[src/design/nvmeqp_pkg.sv]
package nvmeqp_pkg;

    localparam int QUEUE_DEPTH = 8;
    localparam int QIDX_W      = $clog2(QUEUE_DEPTH);
    localparam int PAGE_BYTES  = 4096;
    localparam int CHUNK_BYTES = 2 * PAGE_BYTES;
    localparam int CHUNK_W     = $clog2(CHUNK_BYTES) + 1;

    localparam int LBA_W    = 64;
    localparam int COUNT_W  = 32;
    localparam int CID_W    = 16;
    localparam int NLB_W    = 16;
    localparam int STATUS_W = 15;
    localparam int CFG_W    = 32;

    localparam logic [4:0] BS_LOG2_MIN   = 5'd9;
    localparam logic [4:0] BS_LOG2_MAX   = 5'd20;
    localparam logic [4:0] BS_LOG2_RESET = 5'd9;

    localparam logic CFG_BLOCK_SIZE_LOG2 = 1'b0;
    localparam logic CFG_NAMESPACE_ID    = 1'b1;

    localparam logic [1:0] REQ_RW    = 2'd0;
    localparam logic [1:0] REQ_FLUSH = 2'd1;
    localparam logic [1:0] REQ_CQE   = 2'd2;

    localparam logic KIND_CMD  = 1'b0;
    localparam logic KIND_DONE = 1'b1;

    localparam logic [1:0] OPC_FLUSH = 2'd0;
    localparam logic [1:0] OPC_WRITE = 2'd1;
    localparam logic [1:0] OPC_READ  = 2'd2;

    localparam logic [2:0] ERR_OK        = 3'd0;
    localparam logic [2:0] ERR_ZERO      = 3'd1;
    localparam logic [2:0] ERR_ID        = 3'd2;
    localparam logic [2:0] ERR_DEVICE    = 3'd3;
    localparam logic [2:0] ERR_TOO_LARGE = 3'd4;
    localparam logic [2:0] ERR_BUSY      = 3'd5;

endpackage

[src/design/nvme_queue_pair_command_engine.sv]
// Host-side command engine for one NVMe submission/completion queue pair.
// The s_ channel carries one word per event: a read/write request, a flush
// request, or the completion entry currently seen at the completion head.
// The m_ channel carries one word per issued command or finished request;
// events that cause nothing (stale phase, completion while idle, unknown
// type) are accepted and produce no word.
// A read/write request is split into chunks of at most two pages; the first
// chunk is issued at once and each good completion issues the next one.
// The result of an accepted word is registered in the single output register,
// and one word is accepted every cycle while that register is free or being
// emptied in the same cycle. While the receiver stalls with a word held in
// the output register, the engine accepts nothing.
// Reset (aresetn low at a clock edge) clears the queue pointers, sets the
// expected phase and next command id to one, and sets the block size to
// 512 bytes. Configuration writes take effect at the next edge and should
// only be made while no request is in flight.
module nvme_queue_pair_command_engine (
    input  logic                                aclk,
    input  logic                                aresetn,

    input  logic                                cfg_wr_en,
    input  logic                                cfg_addr,
    input  logic [nvmeqp_pkg::CFG_W-1:0]        cfg_wdata,

    input  logic                                s_valid,
    output logic                                s_ready,
    input  logic [1:0]                          s_req_type,
    input  logic                                s_write_op,
    input  logic [nvmeqp_pkg::LBA_W-1:0]        s_start_lba,
    input  logic [nvmeqp_pkg::COUNT_W-1:0]      s_block_count,
    input  logic                                s_cqe_phase,
    input  logic [nvmeqp_pkg::STATUS_W-1:0]     s_cqe_status_field,
    input  logic [nvmeqp_pkg::CID_W-1:0]        s_cqe_command_id,

    output logic                                m_valid,
    input  logic                                m_ready,
    output logic                                m_out_kind,
    output logic [1:0]                          m_opcode,
    output logic [nvmeqp_pkg::CID_W-1:0]        m_command_id,
    output logic [nvmeqp_pkg::LBA_W-1:0]        m_cmd_slba,
    output logic [nvmeqp_pkg::NLB_W-1:0]        m_cmd_nlb,
    output logic                                m_prp2_used,
    output logic [nvmeqp_pkg::QIDX_W-1:0]       m_sq_tail_doorbell,
    output logic [nvmeqp_pkg::QIDX_W-1:0]       m_cq_head_doorbell,
    output logic [2:0]                          m_error_code,
    output logic [nvmeqp_pkg::STATUS_W-1:0]     m_device_status
);

    // The namespace id reaches no result field, so its writes are dropped.

    logic [4:0]                          bs_log2_reg;
    logic [nvmeqp_pkg::QIDX_W-1:0]       sub_tail_reg, sub_tail_next;
    logic [nvmeqp_pkg::QIDX_W-1:0]       comp_head_reg, comp_head_next;
    logic                                phase_reg, phase_next;
    logic [nvmeqp_pkg::CID_W-1:0]        next_id_reg, next_id_next;
    logic [nvmeqp_pkg::CID_W-1:0]        pending_id_reg, pending_id_next;
    logic                                busy_reg, busy_next;
    logic [nvmeqp_pkg::COUNT_W-1:0]      blocks_left_reg, blocks_left_next;
    logic [nvmeqp_pkg::LBA_W-1:0]        next_lba_reg, next_lba_next;
    logic                                write_mode_reg, write_mode_next;

    logic                                m_valid_reg, m_valid_next;
    logic                                m_kind_reg;
    logic [1:0]                          m_opcode_reg;
    logic [nvmeqp_pkg::CID_W-1:0]        m_cid_reg;
    logic [nvmeqp_pkg::LBA_W-1:0]        m_slba_reg;
    logic [nvmeqp_pkg::NLB_W-1:0]        m_nlb_reg;
    logic                                m_prp2_reg;
    logic [nvmeqp_pkg::QIDX_W-1:0]       m_tail_reg;
    logic [nvmeqp_pkg::QIDX_W-1:0]       m_head_reg;
    logic [2:0]                          m_err_reg;
    logic [nvmeqp_pkg::STATUS_W-1:0]     m_status_reg;

    logic                                res_valid;
    logic                                res_kind;
    logic [1:0]                          res_opcode;
    logic [nvmeqp_pkg::CID_W-1:0]        res_cid;
    logic [nvmeqp_pkg::LBA_W-1:0]        res_slba;
    logic [nvmeqp_pkg::NLB_W-1:0]        res_nlb;
    logic                                res_prp2;
    logic [2:0]                          res_err;
    logic [nvmeqp_pkg::STATUS_W-1:0]     res_status;

    logic                                accept;
    logic [4:0]                          eff_log2;
    logic [nvmeqp_pkg::CHUNK_W-1:0]      chunk_lim;
    logic [nvmeqp_pkg::CHUNK_W-1:0]      page_lim;
    logic                                too_large;
    logic [nvmeqp_pkg::QIDX_W-1:0]       tail_inc;
    logic [nvmeqp_pkg::QIDX_W-1:0]       head_inc;

    logic                                chunk_go;
    logic [nvmeqp_pkg::COUNT_W-1:0]      chunk_left;
    logic [nvmeqp_pkg::LBA_W-1:0]        chunk_lba;
    logic                                chunk_wm;
    logic [nvmeqp_pkg::CID_W-1:0]        fin_cid;
    logic [nvmeqp_pkg::CHUNK_W-1:0]      chunk_n;

    assign s_ready = !m_valid_reg || m_ready;
    assign accept  = s_valid && s_ready;

    assign eff_log2 = (bs_log2_reg < nvmeqp_pkg::BS_LOG2_MIN ||
                       bs_log2_reg > nvmeqp_pkg::BS_LOG2_MAX) ?
                      nvmeqp_pkg::BS_LOG2_MIN : bs_log2_reg;

    // Blocks per chunk and per page; a zero chunk limit means one block
    // already exceeds two pages.
    assign chunk_lim = nvmeqp_pkg::CHUNK_W'(nvmeqp_pkg::CHUNK_BYTES) >> eff_log2;
    assign page_lim  = nvmeqp_pkg::CHUNK_W'(nvmeqp_pkg::PAGE_BYTES) >> eff_log2;
    assign too_large = (chunk_lim == '0);

    assign tail_inc = (sub_tail_reg == nvmeqp_pkg::QIDX_W'(nvmeqp_pkg::QUEUE_DEPTH - 1)) ?
                      '0 : sub_tail_reg + 1'b1;
    assign head_inc = (comp_head_reg == nvmeqp_pkg::QIDX_W'(nvmeqp_pkg::QUEUE_DEPTH - 1)) ?
                      '0 : comp_head_reg + 1'b1;

    assign chunk_n = (chunk_left < nvmeqp_pkg::COUNT_W'(chunk_lim)) ?
                     chunk_left[nvmeqp_pkg::CHUNK_W-1:0] : chunk_lim;

    always_comb begin
        sub_tail_next    = sub_tail_reg;
        comp_head_next   = comp_head_reg;
        phase_next       = phase_reg;
        next_id_next     = next_id_reg;
        pending_id_next  = pending_id_reg;
        busy_next        = busy_reg;
        blocks_left_next = blocks_left_reg;
        next_lba_next    = next_lba_reg;
        write_mode_next  = write_mode_reg;

        res_valid  = 1'b0;
        res_kind   = nvmeqp_pkg::KIND_CMD;
        res_opcode = nvmeqp_pkg::OPC_FLUSH;
        res_cid    = '0;
        res_slba   = '0;
        res_nlb    = '0;
        res_prp2   = 1'b0;
        res_err    = nvmeqp_pkg::ERR_OK;
        res_status = '0;

        chunk_go   = 1'b0;
        chunk_left = blocks_left_reg;
        chunk_lba  = next_lba_reg;
        chunk_wm   = write_mode_reg;
        fin_cid    = pending_id_reg;

        case (s_req_type)
            nvmeqp_pkg::REQ_RW: begin
                if (busy_reg) begin
                    res_valid = 1'b1;
                    res_kind  = nvmeqp_pkg::KIND_DONE;
                    res_err   = nvmeqp_pkg::ERR_BUSY;
                end else if (s_block_count == '0) begin
                    res_valid = 1'b1;
                    res_kind  = nvmeqp_pkg::KIND_DONE;
                    res_err   = nvmeqp_pkg::ERR_ZERO;
                end else begin
                    write_mode_next  = s_write_op;
                    next_lba_next    = s_start_lba;
                    blocks_left_next = s_block_count;
                    chunk_go         = 1'b1;
                    chunk_left       = s_block_count;
                    chunk_lba        = s_start_lba;
                    chunk_wm         = s_write_op;
                    fin_cid          = '0;
                end
            end
            nvmeqp_pkg::REQ_FLUSH: begin
                res_valid = 1'b1;
                if (busy_reg) begin
                    res_kind = nvmeqp_pkg::KIND_DONE;
                    res_err  = nvmeqp_pkg::ERR_BUSY;
                end else begin
                    res_cid          = next_id_reg;
                    next_id_next     = next_id_reg + 1'b1;
                    pending_id_next  = next_id_reg;
                    sub_tail_next    = tail_inc;
                    busy_next        = 1'b1;
                    blocks_left_next = '0;
                end
            end
            nvmeqp_pkg::REQ_CQE: begin
                if (busy_reg && s_cqe_phase == phase_reg) begin
                    comp_head_next = head_inc;
                    if (head_inc == '0) begin
                        phase_next = !phase_reg;
                    end
                    if (s_cqe_command_id != pending_id_reg) begin
                        res_valid        = 1'b1;
                        res_kind         = nvmeqp_pkg::KIND_DONE;
                        res_cid          = pending_id_reg;
                        res_err          = nvmeqp_pkg::ERR_ID;
                        busy_next        = 1'b0;
                        blocks_left_next = '0;
                    end else if (s_cqe_status_field != '0) begin
                        res_valid        = 1'b1;
                        res_kind         = nvmeqp_pkg::KIND_DONE;
                        res_cid          = pending_id_reg;
                        res_err          = nvmeqp_pkg::ERR_DEVICE;
                        res_status       = s_cqe_status_field;
                        busy_next        = 1'b0;
                        blocks_left_next = '0;
                    end else if (blocks_left_reg == '0) begin
                        res_valid = 1'b1;
                        res_kind  = nvmeqp_pkg::KIND_DONE;
                        res_cid   = pending_id_reg;
                        busy_next = 1'b0;
                    end else begin
                        chunk_go = 1'b1;
                    end
                end
            end
            default: begin
            end
        endcase

        if (chunk_go) begin
            res_valid = 1'b1;
            if (too_large) begin
                res_kind         = nvmeqp_pkg::KIND_DONE;
                res_cid          = fin_cid;
                res_err          = nvmeqp_pkg::ERR_TOO_LARGE;
                busy_next        = 1'b0;
                blocks_left_next = '0;
            end else begin
                res_opcode       = chunk_wm ? nvmeqp_pkg::OPC_WRITE : nvmeqp_pkg::OPC_READ;
                res_cid          = next_id_reg;
                res_slba         = chunk_lba;
                res_nlb          = nvmeqp_pkg::NLB_W'(chunk_n - 1'b1);
                res_prp2         = (chunk_n > page_lim);
                next_id_next     = next_id_reg + 1'b1;
                pending_id_next  = next_id_reg;
                sub_tail_next    = tail_inc;
                blocks_left_next = chunk_left - nvmeqp_pkg::COUNT_W'(chunk_n);
                next_lba_next    = chunk_lba + nvmeqp_pkg::LBA_W'(chunk_n);
                busy_next        = 1'b1;
            end
        end
    end

    always_comb begin
        m_valid_next = m_valid_reg;
        if (accept) begin
            m_valid_next = res_valid;
        end else if (m_ready) begin
            m_valid_next = 1'b0;
        end
    end

    always_ff @(posedge aclk) begin
        if (!aresetn) begin
            bs_log2_reg <= nvmeqp_pkg::BS_LOG2_RESET;
        end else if (cfg_wr_en && cfg_addr == nvmeqp_pkg::CFG_BLOCK_SIZE_LOG2) begin
            bs_log2_reg <= cfg_wdata[4:0];
        end
    end

    always_ff @(posedge aclk) begin
        if (!aresetn) begin
            sub_tail_reg    <= '0;
            comp_head_reg   <= '0;
            phase_reg       <= 1'b1;
            next_id_reg     <= nvmeqp_pkg::CID_W'(1);
            pending_id_reg  <= '0;
            busy_reg        <= 1'b0;
            blocks_left_reg <= '0;
            next_lba_reg    <= '0;
            write_mode_reg  <= 1'b0;
            m_valid_reg     <= 1'b0;
        end else begin
            if (accept) begin
                sub_tail_reg    <= sub_tail_next;
                comp_head_reg   <= comp_head_next;
                phase_reg       <= phase_next;
                next_id_reg     <= next_id_next;
                pending_id_reg  <= pending_id_next;
                busy_reg        <= busy_next;
                blocks_left_reg <= blocks_left_next;
                next_lba_reg    <= next_lba_next;
                write_mode_reg  <= write_mode_next;
            end
            m_valid_reg <= m_valid_next;
        end
    end

    always_ff @(posedge aclk) begin
        if (accept && res_valid) begin
            m_kind_reg   <= res_kind;
            m_opcode_reg <= res_opcode;
            m_cid_reg    <= res_cid;
            m_slba_reg   <= res_slba;
            m_nlb_reg    <= res_nlb;
            m_prp2_reg   <= res_prp2;
            m_tail_reg   <= sub_tail_next;
            m_head_reg   <= comp_head_next;
            m_err_reg    <= res_err;
            m_status_reg <= res_status;
        end
    end

    assign m_valid            = m_valid_reg;
    assign m_out_kind         = m_kind_reg;
    assign m_opcode           = m_opcode_reg;
    assign m_command_id       = m_cid_reg;
    assign m_cmd_slba         = m_slba_reg;
    assign m_cmd_nlb          = m_nlb_reg;
    assign m_prp2_used        = m_prp2_reg;
    assign m_sq_tail_doorbell = m_tail_reg;
    assign m_cq_head_doorbell = m_head_reg;
    assign m_error_code       = m_err_reg;
    assign m_device_status    = m_status_reg;

    a_cmd_sets_busy: assert property (@(posedge aclk) disable iff (!aresetn)
        accept && res_valid && res_kind == nvmeqp_pkg::KIND_CMD |=> busy_reg)
        else $error("issued command did not leave the engine busy");

    a_cmd_id_pending: assert property (@(posedge aclk) disable iff (!aresetn)
        accept && res_valid && res_kind == nvmeqp_pkg::KIND_CMD |=>
        pending_id_reg == m_command_id)
        else $error("pending id differs from issued command id");

    a_done_clears_busy: assert property (@(posedge aclk) disable iff (!aresetn)
        accept && res_valid && res_kind == nvmeqp_pkg::KIND_DONE &&
        res_err != nvmeqp_pkg::ERR_BUSY && res_err != nvmeqp_pkg::ERR_ZERO |=> !busy_reg)
        else $error("finished request left the engine busy");

    a_busy_falls_on_accept: assert property (@(posedge aclk) disable iff (!aresetn)
        $past(aresetn) && $fell(busy_reg) |-> $past(accept) && $past(res_valid))
        else $error("busy cleared without a finished word");

endmodule
[config.mk]
export PLATFORM = sky130hd
export DESIGN_NAME = nvme_queue_pair_command_engine
export DESIGN_NICKNAME = d
export VERILOG_FILES = /design/src/design/nvmeqp_pkg.sv /design/src/design/nvme_queue_pair_command_engine.sv
export SDC_FILE = /design/constraint.sdc
export NUM_CORES = 1
export LEC_CHECK = 0
export BUFFER_PORTS_ARGS = -buffer_cell sky130_fd_sc_hd__buf_2
export CAP_MARGIN = 20
export CORE_MARGIN = 10
export CORE_UTILIZATION = 25
export CTS_CLUSTER_SIZE = 24
export DETAILED_ROUTE_END_ITERATION = 10
export GPL_TIMING_DRIVEN = 0
export PLACE_DENSITY = 0.48
export SYNTH_ARGS = -nofsm -noshare
export SYNTH_HDL_FRONTEND = slang
export SYNTH_SLANG_ARGS = --single-unit
[constraint.sdc]
create_clock -name aclk -period 26 [get_ports aclk]
set_input_delay 2.6 -clock aclk [delete_from_list [all_inputs] [get_ports aclk]]
set_output_delay 2.6 -clock aclk [all_outputs]
set_load 0.02 [all_outputs]
==> results.md, run 1 <==
- IO Pins: 295
- Clock Sinks: between 200 and 300
- Gate power share: 22.7%
- Worst skew pair latency: around 570 ps
- Delay of the slowest critical-path stage: between 800 and 900 ps
- GRT overflow: 0
- R2r setup slk: 13,530 ps
- Max Clock Freq: 0.06854 GHz
- WL/cell: 25.26 um
- Core area: 69,910 um2
- Cell mode on critical path: buf_6
- Multiplexer share of the synthesized area: 6.794%
- FF-to-FF path depth: 32
- NumNets Final: 2,621
- Largest net degree at the start of global routing: 79
- Clk buf depth: 3
- Final setup viols: 0
- EDFF count, synth: 123
- Area after DPL: 20,250 um2
- Share of post-route cells with drive strength above 1: between 15 and 20%
- TritonCTS buffer count: 35
- WHS: around 460 ps
- Hold depth: 2
- Status: complete, no violations
- Die X: between 200 and 300 um
- Startpoint Class: input pin
- DRC violations left: 0
- Yosys top cell by area: edfxtp_1
- Yosys Warn Count: 0
- Post-synth top cells: nand2_1, nor2_1, dfxtp_1
- Post-CTS Setup Inserts: 0
- Dpl hpwl: 65.44 mm
- Flop pwr share: 37.0%
- Synth Instances: 2,077
- # rows: 97
- Crit. End Element: register
- 1st-pass router iterations: 6
- Post-CTS Resized: 0
- First-pass GRT wire length: approximately 120 mm
- Post-route cell area: around 21,000 um2
- Distinct cells, synth: 100
- CTS tree: built
- Post-route total power: 1.285 mW
- Sequential-to-total area share from yosys stat: 37.28%
- Tcrit/Tclk final: between 50% and 60%
- Die Span Y: 285.2 um
- Net Sw Frac: between 30% and 40%
- Power Dens Cells: around 60 nW/um2
- Worst hold path type: reg2reg
- Critical-path top delay cell: clkbuf_1
- Pleak: 7.967 nW
- Post-synthesis adder-cell area fraction: between 3 and 4%
- Peak VDD IR: 0.03416 mV
- Top cells by area, synth: edfxtp_1, dfxtp_1, nand2_1
- Post-synth top area share: 21.00%
- Yosys reg bits: 266
- Post-DRT Antenna Nets: 0
- Fin. Hold Viols: 0
- Starting DRT DRC Count: 1,608
- Max-cap violations: 0
- Async set-reset flop share out of synthesis: 0%
- Arrival time worst endpoint: 14,980 ps
- Tightest Pin Transition: 1196 ps
- Area grow syn2layout: 22.08%
- Total track usage: 19.92%
- Port Buf Inserts: around 270
- Fin cells: 3,378
- Pre-CTS worst setup slack: ~11,000 ps
- Compound-cell area share of the yosys netlist: 21.60%
- CTS Hold Bufs: 0
- NetSw: 0.4244 mW
- CTS root buf: clkbuf_16
- Internal power: between 0.8 and 0.9 mW
- Die footprint: 81,360 um2
- Htree depth: 2
- Syn avg cell area: ~8.5 um2
- Main combinational cell family by area after synthesis: simple AND/OR/NAND/NOR gates
- CP Data Required Time: 26,390 ps
- Final WL: 85.34 mm
- Vias in the first global route: ~18,000
- Synth Area in XOR/XNOR: under 10%
- Fin util: roughly 31%
- Worst slew margin: 19.63%
- Worst-path clk slew: 70 ps
- Cell with the most instances after synthesis: nand2_1
- Ys flop type: dfxtp_1
- Routed vias: roughly 18,000
- Setup TNS: 0 ps
- Clk pwr share: 40.3%
- Gpl congestion: about 0.95
- Critical path type: in2reg
- Minimum clock period: 14,590 ps
- Initial Util: around 25%
- Layout Skew: 39.34 ps
- Initial antenna violation count: 22
- Post-synthesis cell area: between 15,000 and 20,000 um2
- Slew Viols, Final: 0
- DP Cell Count: 3,306
- RSZ-0062 raised after global routing: no
- Synthesized-area fraction occupied by and/or/nand/nor cells: 22.52%
- Vias per Instance: between 5 and 6
- CP max FO: 10
- Setup slack after layout: 11,410 ps
==> cell families (layout without fill, tap and decap cells) <==
kind of cell / Yosys count / in the layout
muxes: 112 / 112
xor gates and xnor gates: 83 / 83
DFF: 266 / 266
adders and majority gates: 51 / 51
buffers and inverters: 169 / 506
other: 1 / 25
AOI/OAI and AO/OA: 570 / 570
and+or+nand+nor: 825 / 825
==> power groups by stage <==
stage	Clock, mW	Combinational (mW)	Sequential, mW
after floorplan	0	0.159	0.494
after global placement	0	0.282	0.485
after detailed placement	0	0.286	0.483
after CTS	0.531	0.287	0.474
after global routing	0.545	0.312	0.477
final	0.518	0.292	0.475
==> path summary, 6_finish.rpt <==
kind	startpoint	to
setup / recovery	s_req_type[0]	next_lba_reg[57]$_SDFFE_PN0P_
hold / removal	write_mode_reg$_SDFFE_PN0P_	write_mode_reg$_SDFFE_PN0P_
setup reg to reg	busy_reg$_SDFFE_PN0P_	next_lba_reg[57]$_SDFFE_PN0P_
hold reg to reg	write_mode_reg$_SDFFE_PN0P_	write_mode_reg$_SDFFE_PN0P_
==> worst max-delay path: cells and delay by family <==
family | cells | cell delay (ps)
multiplexers | 1 | 790
buffers and inverters | 12 | 5170
AND/OR/NAND/NOR | 9 | 2750
AO/OA/AOI/OAI | 10 | 2600
adder cells (fa/ha/maj) | 3 | 1010
==> cell type report <==
cell class                      count  area, um2
Antenna cell                        7      17.52
Buffer                            126      554.3
Clock buffer                       48      965.9
Clock inverter                     16      221.5
Fill cell                        7539      48440
Inverter                           43      166.4
Multi-Input combinational cell   1659      10380
Sequential cell                   266       6556
Tap cell                          940       1176
Timing Repair Buffer              273       1434
==> routing by layer <==
layer / share of wire, % / up-vias / global-route usage (%)
li1: - / 8415 / -
met1: 41 / 8829 / 24.88
met2: 45 / 914 / 32.02
met3: 9.4 / 230 / 5.265
met4: 4.4 / 34 / 8.422
met5: 0.26 / - / 0
==> placed cells by master (no fill, tap or decap), types with 14 or more instances in the layout <==
cell type    n
buf_2      276
nand2_1    233
nor2_1     215
dfxtp_1    143
o21ai_0    124
edfxtp_1   123
a21oi_1    120
nand3_1    116
clkbuf_1   104
mux2i_1     86
nor3_1      52
ha_1        48
xor2_1      45
a31oi_1     39
xnor2_1     38
clkbuf_16   36
inv_1       35
a22oi_1     35
nor4_1      33
and2_1      31
o211ai_1    28
nand4_1     26
a21o_1      21
and3_1      20
conb_1      18
a211oi_1    17
a22o_1      17
or3_1       16
mux2_2      15
a2bb2oi_1   15
a21boi_0    15
nand3b_1    14
(Power assumes the default switching activity.)
==> run 2: changes to the inputs <==
PLACE_DENSITY = 0.49   (was 0.48)
clock period = 12.1 ns   (was 26 ns; I/O delays follow)
==> results.md, run 2 (synthesis gave the netlist of run 1 again) <==
- RSZ-0062 raised after global routing: no
- Initial Util: 25.16% (unchanged)
- Critical path type: in2reg
- Largest net degree at the start of global routing: 90 (+14%)
- GRT overflow: 0 (unchanged)
- Initial antenna violation count: 10 (-55%)
- Area grow syn2layout: 22.67%
- Most common cell after layout, fill and taps aside: buf_2
- Worst slew margin: 21.54% (+1.9 points)
- Startpoint Class: input pin
- Gpl congestion: 0.9572 (+0.56%)
- First-pass GRT wire length: 122.7 mm (+0.37%)
- Flop pwr share: 35.9% (-1.1 points)
- Net Sw Frac: 32.93% (-0.095 points)
- NumNets Final: 2,618 (-0.11%)
- WHS: 455.9 ps (-3.611 ps)
- Share of post-route cells with drive strength above 1: 16.96% (+0.55 points)
- Max Clock Freq: 0.08364 GHz
- Pre-CTS worst setup slack: -1292 ps (-12,690 ps)
- Vias per Instance: 5.431 (-0.41%)
- Setup slack after layout: 143.7 ps (-11,270 ps)
- Minimum clock period: 11,960 ps
- Final WL: 85.63 mm (+0.34%)
- NetSw: 0.9353 mW (+120%)
- Delay of the slowest critical-path stage: 730 ps (-160 ps)
- Worst skew pair latency: 570 ps (about the same)
- CP Data Required Time: 12,570 ps (-13,820 ps)
- TritonCTS buffer count: 36 (+2.9%)
- Cell mode on critical path: buf_2
- Leading cell types in the layout, fill and taps excluded: buf_2, nand2_1, nor2_1
- Clock Sinks: 266 (unchanged)
- Tightest Pin Transition: 1162 ps (-34.75 ps)
- 1st-pass router iterations: 6 (unchanged)
- Gate power share: 22.1% (-0.6 points)
- Crit. End Element: register
- Worst-path clk slew: 60 ps (about the same)
- Internal power: 1.904 mW (+120%)
- Die Span Y: 285.2 um (unchanged)
- CP max FO: 19 (+9)
- Area after DPL: 20,260 um2 (about the same)
- Critical-path top delay cell: mux2i_1
- Max-cap violations: 0 (unchanged)
- Pleak: 8.026 nW (+0.74%)
- Clk buf depth: 3 (unchanged)
- CTS root buf: clkbuf_16
- CTS tree: built
- Slew Viols, Final: 0 (unchanged)
- FILL cells: 7,484 (-0.73%)
- Peak VDD IR: 0.08046 mV (+140%)
- Status: complete, no violations
- Port Buf Inserts: 267 (unchanged)
- Power Dens Cells: 131.6 nW/um2 (+120%)
- # rows: 97 (unchanged)
- Die X: 285.2 um (unchanged)
- Setup TNS: 0 ps (unchanged)
- Dpl hpwl: 66.21 mm (+1.2%)
- Reg area: 6556 um2 (unchanged)
- Routed vias: 18,310 (-0.61%)
- Tcrit/Tclk final: between 90% and 100%
- Core area: 69,910 um2 (unchanged)
- Post-route cell area: 21,570 um2 (+0.48%)
- Worst hold path type: reg2reg
- Die footprint: 81,360 um2 (unchanged)
- DRC violations left: 0 (unchanged)
- Layout Skew: 30.48 ps (-8.862 ps)
- Arrival time worst endpoint: 12,420 ps (-2560 ps)
- Clk pwr share: 41.9% (+1.6 points)
- Total track usage: 20.02% (+0.10 points)
- Fin. Hold Viols: 0 (unchanged)
- Final setup viols: 0 (unchanged)
- Htree depth: 2 (unchanged)
- Post-DRT Antenna Nets: 0 (unchanged)
- Area of the multi-input gates: 10,390 um2 (about the same)
- Vias in the first global route: 17,740 (-0.25%)
- Starting DRT DRC Count: 1,791 (+11%)
- WL/cell: 25.40 um (+0.55%)
- IO Pins: 295 (unchanged)
run 2: worst paths after layout:
path	start	end	slack (ps)	cells past startpoint
max reg2reg	busy_reg$_SDFFE_PN0P_	next_lba_reg[61]$_SDFFE_PN0P_	1550	30
min	next_lba_reg[0]$_SDFFE_PN0P_	next_lba_reg[0]$_SDFFE_PN0P_	460	2
min reg2reg	next_lba_reg[0]$_SDFFE_PN0P_	next_lba_reg[0]$_SDFFE_PN0P_	460	2
max	s_block_count[24]	next_lba_reg[61]$_SDFFE_PN0P_	140	31
run 2: area by class of cell:
cell class | count | area share (%)
multi-input combinational | 1659 | 48.15
sequential | 266 | 30.39
timing repair buffer | 272 | 6.635
tap | 940 | 5.452
clock buffer | 44 | 4.651
buffer | 123 | 2.534
clock inverter | 22 | 1.398
inverter | 43 | 0.7713
antenna | 2 | 0.02320
run 2: routing by layer:
layer	vias up	part of all wire [%]	GRT usage [%]
met5	-	0.062	0
met4	10	4.2	8.146
met3	191	7.4	4.080
met2	836	46	32.67
met1	8881	42	25.46
li1	8391	-	-
run 2: critical path: cells and delay by family:
kind	cells	cell delay [ps]
buffers and inverters	8	3500
adder cells (fa/ha/maj)	2	690
multiplexers	2	880
AND/OR/NAND/NOR	10	3390
AO/OA/AOI/OAI	9	2690
run 2: what timing repair did:
item / in CTS / in global routing
setup buffers: 0 / 0
gates resized for setup: 1 / 6
hold buffers: 0 / 0
endpoints found under the setup margin: 65 / 35
run 2: through the flow:
stage | util (%) | cells | power (mW)
2_1_floorplan | - | 2094 | 1.404
3_3_place_gp | 28.84 | 3301 | 1.654
3_5_place_dp | 28.99 | 3306 | 1.658
4_1_cts | 30.84 | 3370 | 2.856
5_1_grt | 30.86 | 3370 | 2.947
6_report | 30.86 | 3371 | 2.840
run 2: power groups by stage:
stage,registers [mW],clock network [mW],logic (mW)
detailed placement,1.04,0,0.619
floorplan,1.06,0,0.342
CTS,1.02,1.22,0.620
finish,1.02,1.19,0.628
global placement,1.04,0,0.611
global route,1.03,1.25,0.672
